--- src/hdl/cs_pkg.sv ---
// Shared constants and beat types for the cosine similarity block.
package cs_pkg;

    localparam int CS_ELEM_BITS = 16;
    localparam int CS_FRAC_BITS = 14;
    localparam int CS_SIM_BITS  = CS_FRAC_BITS + 2;
    localparam int CS_MAX_LEN   = 4096;

    typedef struct packed {
        logic signed [CS_ELEM_BITS-1:0] elem_a;
        logic signed [CS_ELEM_BITS-1:0] elem_b;
        logic                           last_elem;
    } cs_in_t;

    typedef struct packed {
        logic signed [CS_SIM_BITS-1:0] similarity;
        logic                          zero_norm;
    } cs_out_t;

    // Result handoff from the ratio sequencer to the output register
    typedef struct packed {
        logic    valid;
        cs_out_t data;
    } cs_res_t;

endpackage

--- src/hdl/cosine_similarity_top.sv ---
// Top level of the streaming cosine similarity block.
//
//  channel   dir  handshake              beat
//  in        in   in_valid / in_ready    cs_in_t  (elem_a, elem_b, last_elem)
//  out       out  out_valid / out_ready  cs_out_t (similarity, zero_norm)
//
// Each element beat is captured, then takes three steps on the shared
// 16x16 multiplier (dot, a squared, b squared).
// After the last element the ratio search runs on one shift-add multiplier:
// two wide products, then up to 15 search steps of two products each; each
// product steps through the multiplier bits one at a time.
// Reset clears the sums and the sequencers; a waiting result holds in the
// output register while new element beats are already taken.
module cosine_similarity_top #(
    parameter int MAX_LEN = cs_pkg::CS_MAX_LEN
) (
    input  logic            clk,
    input  logic            rst_n,
    input  logic            in_valid,
    output logic            in_ready,
    input  cs_pkg::cs_in_t  in_data,
    output logic            out_valid,
    input  logic            out_ready,
    output cs_pkg::cs_out_t out_data
);
    import cs_pkg::*;

    localparam int LEN_W = $clog2(MAX_LEN);
    localparam int DOT_W = (2*CS_ELEM_BITS + LEN_W) > 64 ? 64 : (2*CS_ELEM_BITS + LEN_W);
    localparam int SQ_W  = (2*CS_ELEM_BITS - 1 + LEN_W) > 64 ? 64 :
                           (2*CS_ELEM_BITS - 1 + LEN_W);

    logic             ratio_idle;
    logic             sums_start;
    logic [SQ_W-1:0]  sum_a, sum_b;
    logic [DOT_W-1:0] sum_dot;
    cs_res_t          res;
    logic             res_take;
    logic             out_valid_reg;
    cs_out_t          out_data_reg;

    cs_mac #(
        .MAX_LEN (MAX_LEN)
    ) u_mac (
        .clk        (clk),
        .rst_n      (rst_n),
        .in_valid   (in_valid),
        .in_ready   (in_ready),
        .in_data    (in_data),
        .ratio_idle (ratio_idle),
        .sums_start (sums_start),
        .sum_a      (sum_a),
        .sum_b      (sum_b),
        .sum_dot    (sum_dot)
    );

    cs_ratio #(
        .MAX_LEN (MAX_LEN)
    ) u_ratio (
        .clk      (clk),
        .rst_n    (rst_n),
        .start    (sums_start),
        .sum_a    (sum_a),
        .sum_b    (sum_b),
        .sum_dot  (sum_dot),
        .idle     (ratio_idle),
        .res_take (res_take),
        .res      (res)
    );

    // Move the result into the output register when it is free
    assign res_take = res.valid && (!out_valid_reg || out_ready);

    always_ff @(posedge clk or negedge rst_n)
    begin
        if (!rst_n)
        begin
            out_valid_reg <= 1'b0;
        end
        else if (res_take)
        begin
            out_valid_reg <= 1'b1;
        end
        else if (out_ready)
        begin
            out_valid_reg <= 1'b0;
        end
    end

    always_ff @(posedge clk)
    begin
        if (res_take)
        begin
            out_data_reg <= res.data;
        end
    end

    assign out_valid = out_valid_reg;
    assign out_data  = out_data_reg;

    // A zero norm result carries a zero similarity
    a_zero_norm: assert property (@(posedge clk) disable iff (!rst_n)
        out_valid && out_data.zero_norm |-> out_data.similarity == '0)
        else $error("zero norm beat with nonzero similarity");

    // Similarity stays within plus or minus one
    a_range: assert property (@(posedge clk) disable iff (!rst_n)
        out_valid |-> ($signed(out_data.similarity) <= $signed(CS_SIM_BITS'(1 << CS_FRAC_BITS))
                   && $signed(out_data.similarity) >= -$signed(CS_SIM_BITS'(1 << CS_FRAC_BITS))))
        else $error("similarity out of range");

    // No element beat is taken while the ratio search runs
    a_no_overlap: assert property (@(posedge clk) disable iff (!rst_n)
        in_ready |-> ratio_idle)
        else $error("input ready during ratio search");

    // A result offered to a full, stalled output register stays put
    a_res_hold: assert property (@(posedge clk) disable iff (!rst_n)
        res.valid && out_valid && !out_ready |=> res.valid)
        else $error("result dropped while output stalled");

endmodule

--- src/hdl/cs_serial_mul.sv ---
// Shift-add multiplier: one partial product per cycle, stops when the multiplier runs out.
module cs_serial_mul #(
    parameter int A_W = 86,
    parameter int B_W = 44
) (
    input  logic                 clk,
    input  logic                 rst_n,
    input  logic                 start,
    input  logic [A_W-1:0]       a,
    input  logic [B_W-1:0]       b,
    output logic                 done,
    output logic [A_W+B_W-1:0]   prod
);
    localparam int P_W = A_W + B_W;

    logic           busy_reg;
    logic [P_W-1:0] a_reg;
    logic [B_W-1:0] b_reg;
    logic [P_W-1:0] acc_reg;

    // Done once every set multiplier bit has been added in
    assign done = busy_reg && (b_reg == '0);
    assign prod = acc_reg;

    // Track the busy flag
    always_ff @(posedge clk or negedge rst_n)
    begin
        if (!rst_n)
        begin
            busy_reg <= 1'b0;
        end
        else if (start)
        begin
            busy_reg <= 1'b1;
        end
        else if (done)
        begin
            busy_reg <= 1'b0;
        end
    end

    // Add the shifted multiplicand for each set bit, advance one bit a cycle
    always_ff @(posedge clk)
    begin
        if (start)
        begin
            a_reg   <= P_W'(a);
            b_reg   <= b;
            acc_reg <= '0;
        end
        else if (busy_reg && (b_reg != '0))
        begin
            if (b_reg[0])
            begin
                acc_reg <= acc_reg + a_reg;
            end
            a_reg <= a_reg << 1;
            b_reg <= b_reg >> 1;
        end
    end

endmodule

--- src/hdl/cs_mac.sv ---
// Element accumulator: one shared multiplier forms the dot and square terms in turn.
module cs_mac #(
    parameter int MAX_LEN = 4096
) (
    input  logic                   clk,
    input  logic                   rst_n,
    input  logic                   in_valid,
    output logic                   in_ready,
    input  cs_pkg::cs_in_t         in_data,
    input  logic                   ratio_idle,
    output logic                   sums_start,
    output logic [((2*cs_pkg::CS_ELEM_BITS-1+$clog2(MAX_LEN)) > 64 ? 64 :
                   (2*cs_pkg::CS_ELEM_BITS-1+$clog2(MAX_LEN)))-1:0] sum_a,
    output logic [((2*cs_pkg::CS_ELEM_BITS-1+$clog2(MAX_LEN)) > 64 ? 64 :
                   (2*cs_pkg::CS_ELEM_BITS-1+$clog2(MAX_LEN)))-1:0] sum_b,
    output logic [((2*cs_pkg::CS_ELEM_BITS+$clog2(MAX_LEN)) > 64 ? 64 :
                   (2*cs_pkg::CS_ELEM_BITS+$clog2(MAX_LEN)))-1:0] sum_dot
);
    import cs_pkg::*;

    localparam int LEN_W = $clog2(MAX_LEN);
    localparam int DOT_W = (2*CS_ELEM_BITS + LEN_W) > 64 ? 64 : (2*CS_ELEM_BITS + LEN_W);
    localparam int SQ_W  = (2*CS_ELEM_BITS - 1 + LEN_W) > 64 ? 64 :
                           (2*CS_ELEM_BITS - 1 + LEN_W);
    localparam int PR_W  = 2*CS_ELEM_BITS;

    localparam logic [1:0] ST_IDLE = 2'd0;
    localparam logic [1:0] ST_DOT  = 2'd1;
    localparam logic [1:0] ST_SQA  = 2'd2;
    localparam logic [1:0] ST_SQB  = 2'd3;

    logic [1:0]                     state_reg, state_next;
    logic signed [CS_ELEM_BITS-1:0] a_reg, b_reg;
    logic                           last_reg;
    logic [DOT_W-1:0]               dot_reg, dot_next;
    logic [SQ_W-1:0]                sqa_reg, sqa_next;
    logic [SQ_W-1:0]                sqb_reg, sqb_next;
    logic signed [CS_ELEM_BITS-1:0] op_x, op_y;
    logic signed [PR_W-1:0]         prod;
    logic                           accept;

    assign in_ready = (state_reg == ST_IDLE) && ratio_idle;
    assign accept   = in_valid && in_ready;

    // Pick the operand pair for this phase
    always_comb
    begin
        case (state_reg)
            ST_DOT:
            begin
                op_x = a_reg;
                op_y = b_reg;
            end
            ST_SQA:
            begin
                op_x = a_reg;
                op_y = a_reg;
            end
            default:
            begin
                op_x = b_reg;
                op_y = b_reg;
            end
        endcase
    end

    assign prod = op_x * op_y;

    // Advance the phase; in each multiply phase update one sum per cycle
    always_comb
    begin
        state_next = state_reg;
        dot_next   = dot_reg;
        sqa_next   = sqa_reg;
        sqb_next   = sqb_reg;
        sums_start = 1'b0;
        case (state_reg)
            ST_IDLE:
            begin
                if (accept)
                begin
                    state_next = ST_DOT;
                end
            end
            ST_DOT:
            begin
                dot_next   = dot_reg + DOT_W'(prod);
                state_next = ST_SQA;
            end
            ST_SQA:
            begin
                sqa_next   = sqa_reg + SQ_W'(prod[PR_W-2:0]);
                state_next = ST_SQB;
            end
            ST_SQB:
            begin
                sqb_next   = sqb_reg + SQ_W'(prod[PR_W-2:0]);
                sums_start = last_reg;
                state_next = ST_IDLE;
            end
            default:
            begin
                state_next = ST_IDLE;
            end
        endcase
    end

    // Hand the finished sums over on the last element
    assign sum_a   = sqa_reg;
    assign sum_b   = sqb_next;
    assign sum_dot = dot_reg;

    // Hold sums and phase; clear the sums once handed over
    always_ff @(posedge clk or negedge rst_n)
    begin
        if (!rst_n)
        begin
            state_reg <= ST_IDLE;
            dot_reg   <= '0;
            sqa_reg   <= '0;
            sqb_reg   <= '0;
        end
        else
        begin
            state_reg <= state_next;
            if (sums_start)
            begin
                dot_reg <= '0;
                sqa_reg <= '0;
                sqb_reg <= '0;
            end
            else
            begin
                dot_reg <= dot_next;
                sqa_reg <= sqa_next;
                sqb_reg <= sqb_next;
            end
        end
    end

    // Capture the element beat
    always_ff @(posedge clk)
    begin
        if (accept)
        begin
            a_reg    <= in_data.elem_a;
            b_reg    <= in_data.elem_b;
            last_reg <= in_data.last_elem;
        end
    end

endmodule

--- src/hdl/cs_ratio.sv ---
// Ratio sequencer: binary search for the rounded cosine, products from the shared multiplier.
module cs_ratio #(
    parameter int MAX_LEN = 4096
) (
    input  logic             clk,
    input  logic             rst_n,
    input  logic             start,
    input  logic [((2*cs_pkg::CS_ELEM_BITS-1+$clog2(MAX_LEN)) > 64 ? 64 :
                   (2*cs_pkg::CS_ELEM_BITS-1+$clog2(MAX_LEN)))-1:0] sum_a,
    input  logic [((2*cs_pkg::CS_ELEM_BITS-1+$clog2(MAX_LEN)) > 64 ? 64 :
                   (2*cs_pkg::CS_ELEM_BITS-1+$clog2(MAX_LEN)))-1:0] sum_b,
    input  logic [((2*cs_pkg::CS_ELEM_BITS+$clog2(MAX_LEN)) > 64 ? 64 :
                   (2*cs_pkg::CS_ELEM_BITS+$clog2(MAX_LEN)))-1:0] sum_dot,
    output logic             idle,
    input  logic             res_take,
    output cs_pkg::cs_res_t  res
);
    import cs_pkg::*;

    localparam int LEN_W = $clog2(MAX_LEN);
    localparam int DOT_W = (2*CS_ELEM_BITS + LEN_W) > 64 ? 64 : (2*CS_ELEM_BITS + LEN_W);
    localparam int SQ_W  = (2*CS_ELEM_BITS - 1 + LEN_W) > 64 ? 64 :
                           (2*CS_ELEM_BITS - 1 + LEN_W);
    localparam int Q_W   = CS_FRAC_BITS + 1;
    localparam int K2_W  = 2*Q_W;
    localparam int MA_W  = 2*SQ_W;
    localparam int MB_W  = DOT_W > K2_W ? DOT_W : K2_W;
    localparam int P_W   = MA_W + MB_W;
    localparam int SH_W  = 2*CS_FRAC_BITS + 2;
    localparam int C_W   = P_W > (2*DOT_W + SH_W) ? P_W : (2*DOT_W + SH_W);

    localparam logic [2:0] ST_IDLE   = 3'd0;
    localparam logic [2:0] ST_MUL_P  = 3'd1;
    localparam logic [2:0] ST_MUL_D  = 3'd2;
    localparam logic [2:0] ST_SEARCH = 3'd3;
    localparam logic [2:0] ST_MUL_K  = 3'd4;
    localparam logic [2:0] ST_MUL_L  = 3'd5;
    localparam logic [2:0] ST_DONE   = 3'd6;

    logic [2:0]        state_reg, state_next;
    logic [DOT_W-1:0]  dmag_reg;
    logic              neg_reg, zero_reg;
    logic [MA_W-1:0]   p_reg;
    logic [2*DOT_W-1:0] d2_reg;
    logic [Q_W-1:0]    lo_reg, hi_reg, mid_reg;
    logic [Q_W:0]      span;
    logic [Q_W-1:0]    mid;
    logic [Q_W-1:0]    k;
    logic [DOT_W-1:0]  dmag;
    logic              zero_in;
    logic              mul_start, mul_done;
    logic [MA_W-1:0]   mul_a;
    logic [MB_W-1:0]   mul_b;
    logic [P_W-1:0]    mul_prod;
    logic              fits;
    logic [Q_W+1:0]    q_ext;
    logic [CS_SIM_BITS-1:0] q_sim;

    assign zero_in = (sum_a == '0) || (sum_b == '0);
    assign dmag    = sum_dot[DOT_W-1] ? (DOT_W'(0) - sum_dot) : sum_dot;

    // Midpoint rounded up and its odd test value 2*mid-1
    assign span = (Q_W+1)'(hi_reg - lo_reg) + (Q_W+1)'(1);
    assign mid  = lo_reg + Q_W'(span >> 1);
    assign k    = Q_W'({mid, 1'b0} - (Q_W+1)'(1));

    // Compare (2*mid-1)^2 * sa*sb against (d * 2^(F+1))^2
    assign fits = C_W'(mul_prod) <= (C_W'(d2_reg) << SH_W);

    assign idle = (state_reg == ST_IDLE);

    // Sequence the multiplies and the search
    always_comb
    begin
        state_next = state_reg;
        mul_start  = 1'b0;
        mul_a      = '0;
        mul_b      = '0;
        case (state_reg)
            ST_IDLE:
            begin
                if (start)
                begin
                    if (zero_in)
                    begin
                        state_next = ST_DONE;
                    end
                    else
                    begin
                        mul_start  = 1'b1;
                        mul_a      = MA_W'(sum_a);
                        mul_b      = MB_W'(sum_b);
                        state_next = ST_MUL_P;
                    end
                end
            end
            ST_MUL_P:
            begin
                if (mul_done)
                begin
                    mul_start  = 1'b1;
                    mul_a      = MA_W'(dmag_reg);
                    mul_b      = MB_W'(dmag_reg);
                    state_next = ST_MUL_D;
                end
            end
            ST_MUL_D:
            begin
                if (mul_done)
                begin
                    state_next = ST_SEARCH;
                end
            end
            ST_SEARCH:
            begin
                if (lo_reg < hi_reg)
                begin
                    mul_start  = 1'b1;
                    mul_a      = MA_W'(k);
                    mul_b      = MB_W'(k);
                    state_next = ST_MUL_K;
                end
                else
                begin
                    state_next = ST_DONE;
                end
            end
            ST_MUL_K:
            begin
                if (mul_done)
                begin
                    mul_start  = 1'b1;
                    mul_a      = p_reg;
                    mul_b      = MB_W'(mul_prod[K2_W-1:0]);
                    state_next = ST_MUL_L;
                end
            end
            ST_MUL_L:
            begin
                if (mul_done)
                begin
                    state_next = ST_SEARCH;
                end
            end
            ST_DONE:
            begin
                if (res_take)
                begin
                    state_next = ST_IDLE;
                end
            end
            default:
            begin
                state_next = ST_IDLE;
            end
        endcase
    end

    cs_serial_mul #(
        .A_W (MA_W),
        .B_W (MB_W)
    ) u_mul (
        .clk   (clk),
        .rst_n (rst_n),
        .start (mul_start),
        .a     (mul_a),
        .b     (mul_b),
        .done  (mul_done),
        .prod  (mul_prod)
    );

    always_ff @(posedge clk or negedge rst_n)
    begin
        if (!rst_n)
        begin
            state_reg <= ST_IDLE;
        end
        else
        begin
            state_reg <= state_next;
        end
    end

    // Hold operands, products and search bounds
    always_ff @(posedge clk)
    begin
        case (state_reg)
            ST_IDLE:
            begin
                if (start)
                begin
                    dmag_reg <= dmag;
                    neg_reg  <= sum_dot[DOT_W-1];
                    zero_reg <= zero_in;
                    lo_reg   <= '0;
                    hi_reg   <= Q_W'(1) << CS_FRAC_BITS;
                end
            end
            ST_MUL_P:
            begin
                if (mul_done)
                begin
                    p_reg <= mul_prod[MA_W-1:0];
                end
            end
            ST_MUL_D:
            begin
                if (mul_done)
                begin
                    d2_reg <= mul_prod[2*DOT_W-1:0];
                end
            end
            ST_SEARCH:
            begin
                mid_reg <= mid;
            end
            ST_MUL_L:
            begin
                if (mul_done)
                begin
                    if (fits)
                    begin
                        lo_reg <= mid_reg;
                    end
                    else
                    begin
                        hi_reg <= mid_reg - Q_W'(1);
                    end
                end
            end
            default:
            begin
            end
        endcase
    end

    // Apply the dot product sign to the rounded magnitude
    assign q_ext = (Q_W+2)'(lo_reg);
    assign q_sim = neg_reg ? (CS_SIM_BITS'(0) - CS_SIM_BITS'(q_ext))
                           : CS_SIM_BITS'(q_ext);

    always_comb
    begin
        res.valid           = (state_reg == ST_DONE);
        res.data.similarity = zero_reg ? '0 : q_sim;
        res.data.zero_norm  = zero_reg;
    end

endmodule

--- config.mk ---
export PLATFORM = sky130hd
export DESIGN_NAME = cosine_similarity_top
export DESIGN_NICKNAME = d
export VERILOG_FILES = /design/src/hdl/cs_pkg.sv /design/src/hdl/cosine_similarity_top.sv /design/src/hdl/cs_serial_mul.sv /design/src/hdl/cs_mac.sv /design/src/hdl/cs_ratio.sv
export SDC_FILE = /design/constraint.sdc
export NUM_CORES = 2
export LEC_CHECK = 0
export BUFFER_PORTS_ARGS = -buffer_cell sky130_fd_sc_hd__buf_2
export CAP_MARGIN = 20
export CORE_MARGIN = 8
export CORE_UTILIZATION = 50
export CTS_CLUSTER_SIZE = 30
export DETAILED_ROUTE_END_ITERATION = 16
export HOLD_SLACK_MARGIN = 0.12
export MAX_ROUTING_LAYER = met4
export PLACE_DENSITY_LB_ADDON = 0.3
export SLEW_MARGIN = 20
export SYNTH_ARGS = -nofsm -noshare
export SYNTH_HDL_FRONTEND = slang
export SYNTH_SLANG_ARGS = --single-unit
--- constraint.sdc ---
create_clock -name clk -period 38.7 [get_ports clk]
set_input_delay 7.74 -clock clk [delete_from_list [all_inputs] [get_ports clk]]
set_output_delay 7.74 -clock clk [all_outputs]
set_load 0.1 [all_outputs]
==> metrics.md <==
| Metric | Value |
|---|---|
| Status | complete, no violations |
| Via density | 6.00 |
| Relative slew margins | 0.222 |
| Vias in the first global route | 44900 |
| Post-layout net count | 6793 |
| Pre-antenna DRT Iters | 6 |
| CP startpoint kind | flip-flop |
| Remaining antenna violation count | 0 |
| Finish-stage setup viols | 0 |
| Setup TNS Final | 0 ns |
| I/O pin count | 56 |
| Critical Path Sink Type | flip-flop |
| Largest net degree at the start of global routing | 90 |
| Area leader, netlist | edfxtp_1 |
| Fillcell total | 10200 |
| Starting DRT DRC Count | 3785 |
| Max H-tree Level | 3 |
| Top_reg_cell synth | edfxtp_1 |
| Starting density of the core | 0.504 |
| Post-CTS Setup Bufs | 0 |
| Pwr dens | 28.2 nW/um^2 |
| Post-synth top area share | 0.235 |
| Worst clock skew | 0.0322 ns |
| Peak supply drop | 0.0299 mV |
| Gr busiest metal | met2 |
| Overflow after GRT | 0 |
| GRT Total Usage | 0.266 |
| Unrepaired setup endpoints after global routing | false |
| Die Wd | 353 microns |
| CTS sink cnt | 756 |
| Clock Latency Late Sink | 0.70 ns |
| First-pass GRT wire length | 258 mm |
| DR vias | 45600 |
| Post-Layout Cell Count | 7593 |
| Hold-fix buffers, CTS | 0 |
| Synth Register Bits | 756 |
| Max Cap Violations | 0 |
| Die Span Y | 353 microns |
| DP HPWL | 126 mm |
| Worst Setup SP | u_mac.state_reg[1] |
| Mapped Nets | 6871 |
| Initial antenna violation count | 0 |
| Met2 global-route usage | 0.433 |
| Clk root buf | clkbuf_16 |
| Cell repeated most along the worst path | fa_1 |
| Port Buf Inserts | 55 |
| Synth Instances | 6096 |
| Kind of critical path | flip-flop to flip-flop |
| Crit path max fanout | 79 |
| FF-to-FF setup slack | 25.16 ns |
| Num CTS Buffers | 88 |
| FF-to-FF Start | u_mac.state_reg[1] |
| Leak | 26.8 nW |
| Tcrit/Tclk final | 0.350 |
| Crit path DAT | 13.82 ns |
| Layout area overhead | 7.95% |
| CTS max path bufs | 3 |
| Netlist cell types | 98 |
| Drt total wl | 166 mm |
| Number of synthesized flops with an enable pin | 445 |
| Post-Syn Area | 56800 sq um |
| Inst Count DP | 7428 |
| Wirelength per Cell | 21.9 microns |
| CTS tree | yes |
| Clock period minus worst slack | 13.54 ns |
| Num rows | 123 |
| Worst slew pin tran | 1.16 ns |
| Clock slew seen by the registers of the worst setup and hold paths | 0.06 ns |
| Synth Warn # | 0 |
| Seq/Total Area, Yosys | 0.357 |
| Max-slew violation count | 0 |
| Met1 Resource Use GR | 0.342 |
| DRC | 0 |
| Post-CTS sizing | 0 |
| Hold path start | u_ratio.u_mul.a_reg[87] |
| Final estimated routing congestion in global placement | 0.976 |
| Layout cells sized above 1 | 0.0574 |
| Final hold viol count | 0 |
| Fmax | 73.9 MHz |
| Syn Area/Cell | 9.32 sq um |
| Ys async rst share | 0.181 |
| Core area | 113000 sq um |
| Highest-delay cell along the critical path | buf_4 |
| Synth area leaders | edfxtp_1, ha_1, fa_1, dfxtp_1, dfrtp_1 |
| Worst EP required | 38.98 ns |
| Met3 Use GR | 0.0314 |
| N_diodes | 0 |
| Die ar. | 125000 sq um |
| Worst hold-check path type | flip-flop to flip-flop |
| Max stage delay on crit path | 0.67 ns |
cells in the mapped netlist (10+ instances only):
master     count
nand2_1      720
nor2_1       555
a21oi_1      531
inv_1        475
ha_1         469
edfxtp_1     445
fa_1         269
xnor2_1      248
o21ai_0      232
clkbuf_1     192
dfxtp_1      174
nand3_1      157
a21o_1       153
dfrtp_1      137
nand4_1      120
xor2_1       102
mux2i_1      100
nor3_1        73
nor2b_1       67
nand2b_1      66
o21bai_1      57
buf_2         49
nor4_1        49
a22o_1        43
o21a_1        43
o211ai_1      42
and3_1        37
a211oi_1      36
a31oi_1       32
mux2_2        32
and2_1        28
o2111ai_1     28
o31ai_1       28
a21boi_0      27
or3_1         25
or4_1         19
buf_1         16
or2_2         14
nor3b_1       12
and4_1        11
a31o_2        10
o22ai_1       10
o41ai_1       10
cells in the final DEF (no fill, tap or decap), types with 14 or more instances in the layout:
cell type / count
a211oi_1: 34
a21boi_0: 27
a21o_1: 153
a21oi_1: 531
a22o_1: 43
a31oi_1: 32
and2_1: 25
and3_1: 34
buf_2: 54
buf_4: 41
clkbuf_16: 91
clkinv_2: 18
dfrtp_1: 137
dfxtp_1: 174
edfxtp_1: 445
fa_1: 269
ha_1: 466
inv_1: 474
mux2_2: 32
mux2i_1: 100
nand2_1: 717
nand2b_1: 65
nand3_1: 157
nand4_1: 120
nor2_1: 555
nor2b_1: 66
nor3_1: 72
nor4_1: 49
o2111ai_1: 28
o211ai_1: 42
o21a_1: 43
o21ai_0: 231
o21bai_1: 57
o31ai_1: 28
or2_2: 14
or3_1: 25
or4_1: 19
xnor2_1: 247
xor2_1: 102
per-stage QoR:
| stage | setup slack, ns | power (W) | hold slack (ns) | utilization | area (sq um) |
|---|---|---|---|---|---|
| finish | 25.16 | 0.00173 | 0.468 | 0.545 | 61300 |
| global route | 24.54 | 0.00177 | 0.496 | 0.545 | 61300 |
| CTS | 25.23 | 0.00174 | 0.468 | 0.544 | 61300 |
| detailed placement | 25.30 | 0.000867 | 0.462 | 0.518 | 58300 |
| global placement | 25.62 | 0.000867 | 0.459 | 0.517 | 58300 |
| floorplan | 25.55 | 0.000862 | 0.423 | - | 56800 |
kinds of logic (layout without fill, tap and decap cells):
group	after synthesis	count (layout)	synth area share
simple gates	1982	1982	0.160
compound gates	1399	1399	0.157
flops	756	756	0.357
buf+inv	739	736	0.0506
fa+ha+maj	738	738	0.198
xor+xnor	350	350	0.0539
mux	132	132	0.0240
path summary, 6_finish.rpt:
kind,to,cells after the start
worst max register to register,u_ratio.u_mul.b_reg[12],41
min in group asynchronous,u_mac.state_reg[0],1
worst max-delay path,u_ratio.u_mul.b_reg[12],41
max in group asynchronous,u_ratio.u_mul.busy_reg,3
worst min register to register,u_ratio.u_mul.a_reg[88],2
worst min-delay path,u_ratio.u_mul.a_reg[88],2
critical path, delay by kind of cell, from the launching register on:
kind                     cells  cell delay (ns)
AO/OA/AOI/OAI               12             2.86
XOR/XNOR                     1             0.28
adder cells (fa/ha/maj)      9             4.12
buffers and inverters        5             1.72
flip-flops                   1             0.42
multiplexers                 2             0.67
AND/OR/NAND/NOR             12             2.86
layer usage:
layer	routed length [microns]	part of all wire
met1	70500	0.42
met2	78900	0.47
met3	9390	0.057
met4	7320	0.044
met5	0	0
where the power goes:
group / total, W / switching [W] / internal (W)
clock network: 0.000878 / 0.000362 / 0.000516
registers: 0.000845 / 0.00000000000000000000187 / 0.000845
logic: 0.00000512 / 0.00000365 / 0.00000145
total: 0.00173 / 0.000365 / 0.00136
cell type report:
class	instances	area, sq um	area share
multi-input cells	4601	33800	0.551
flip-flops and latches	756	20300	0.331
clock buffers	109	2390	0.0390
well taps	1500	1880	0.0306
inverters	475	1780	0.0291
clock inverters	56	634	0.0103
repair buffers	96	589	0.00961
Power figures use the tool's default switching activity.
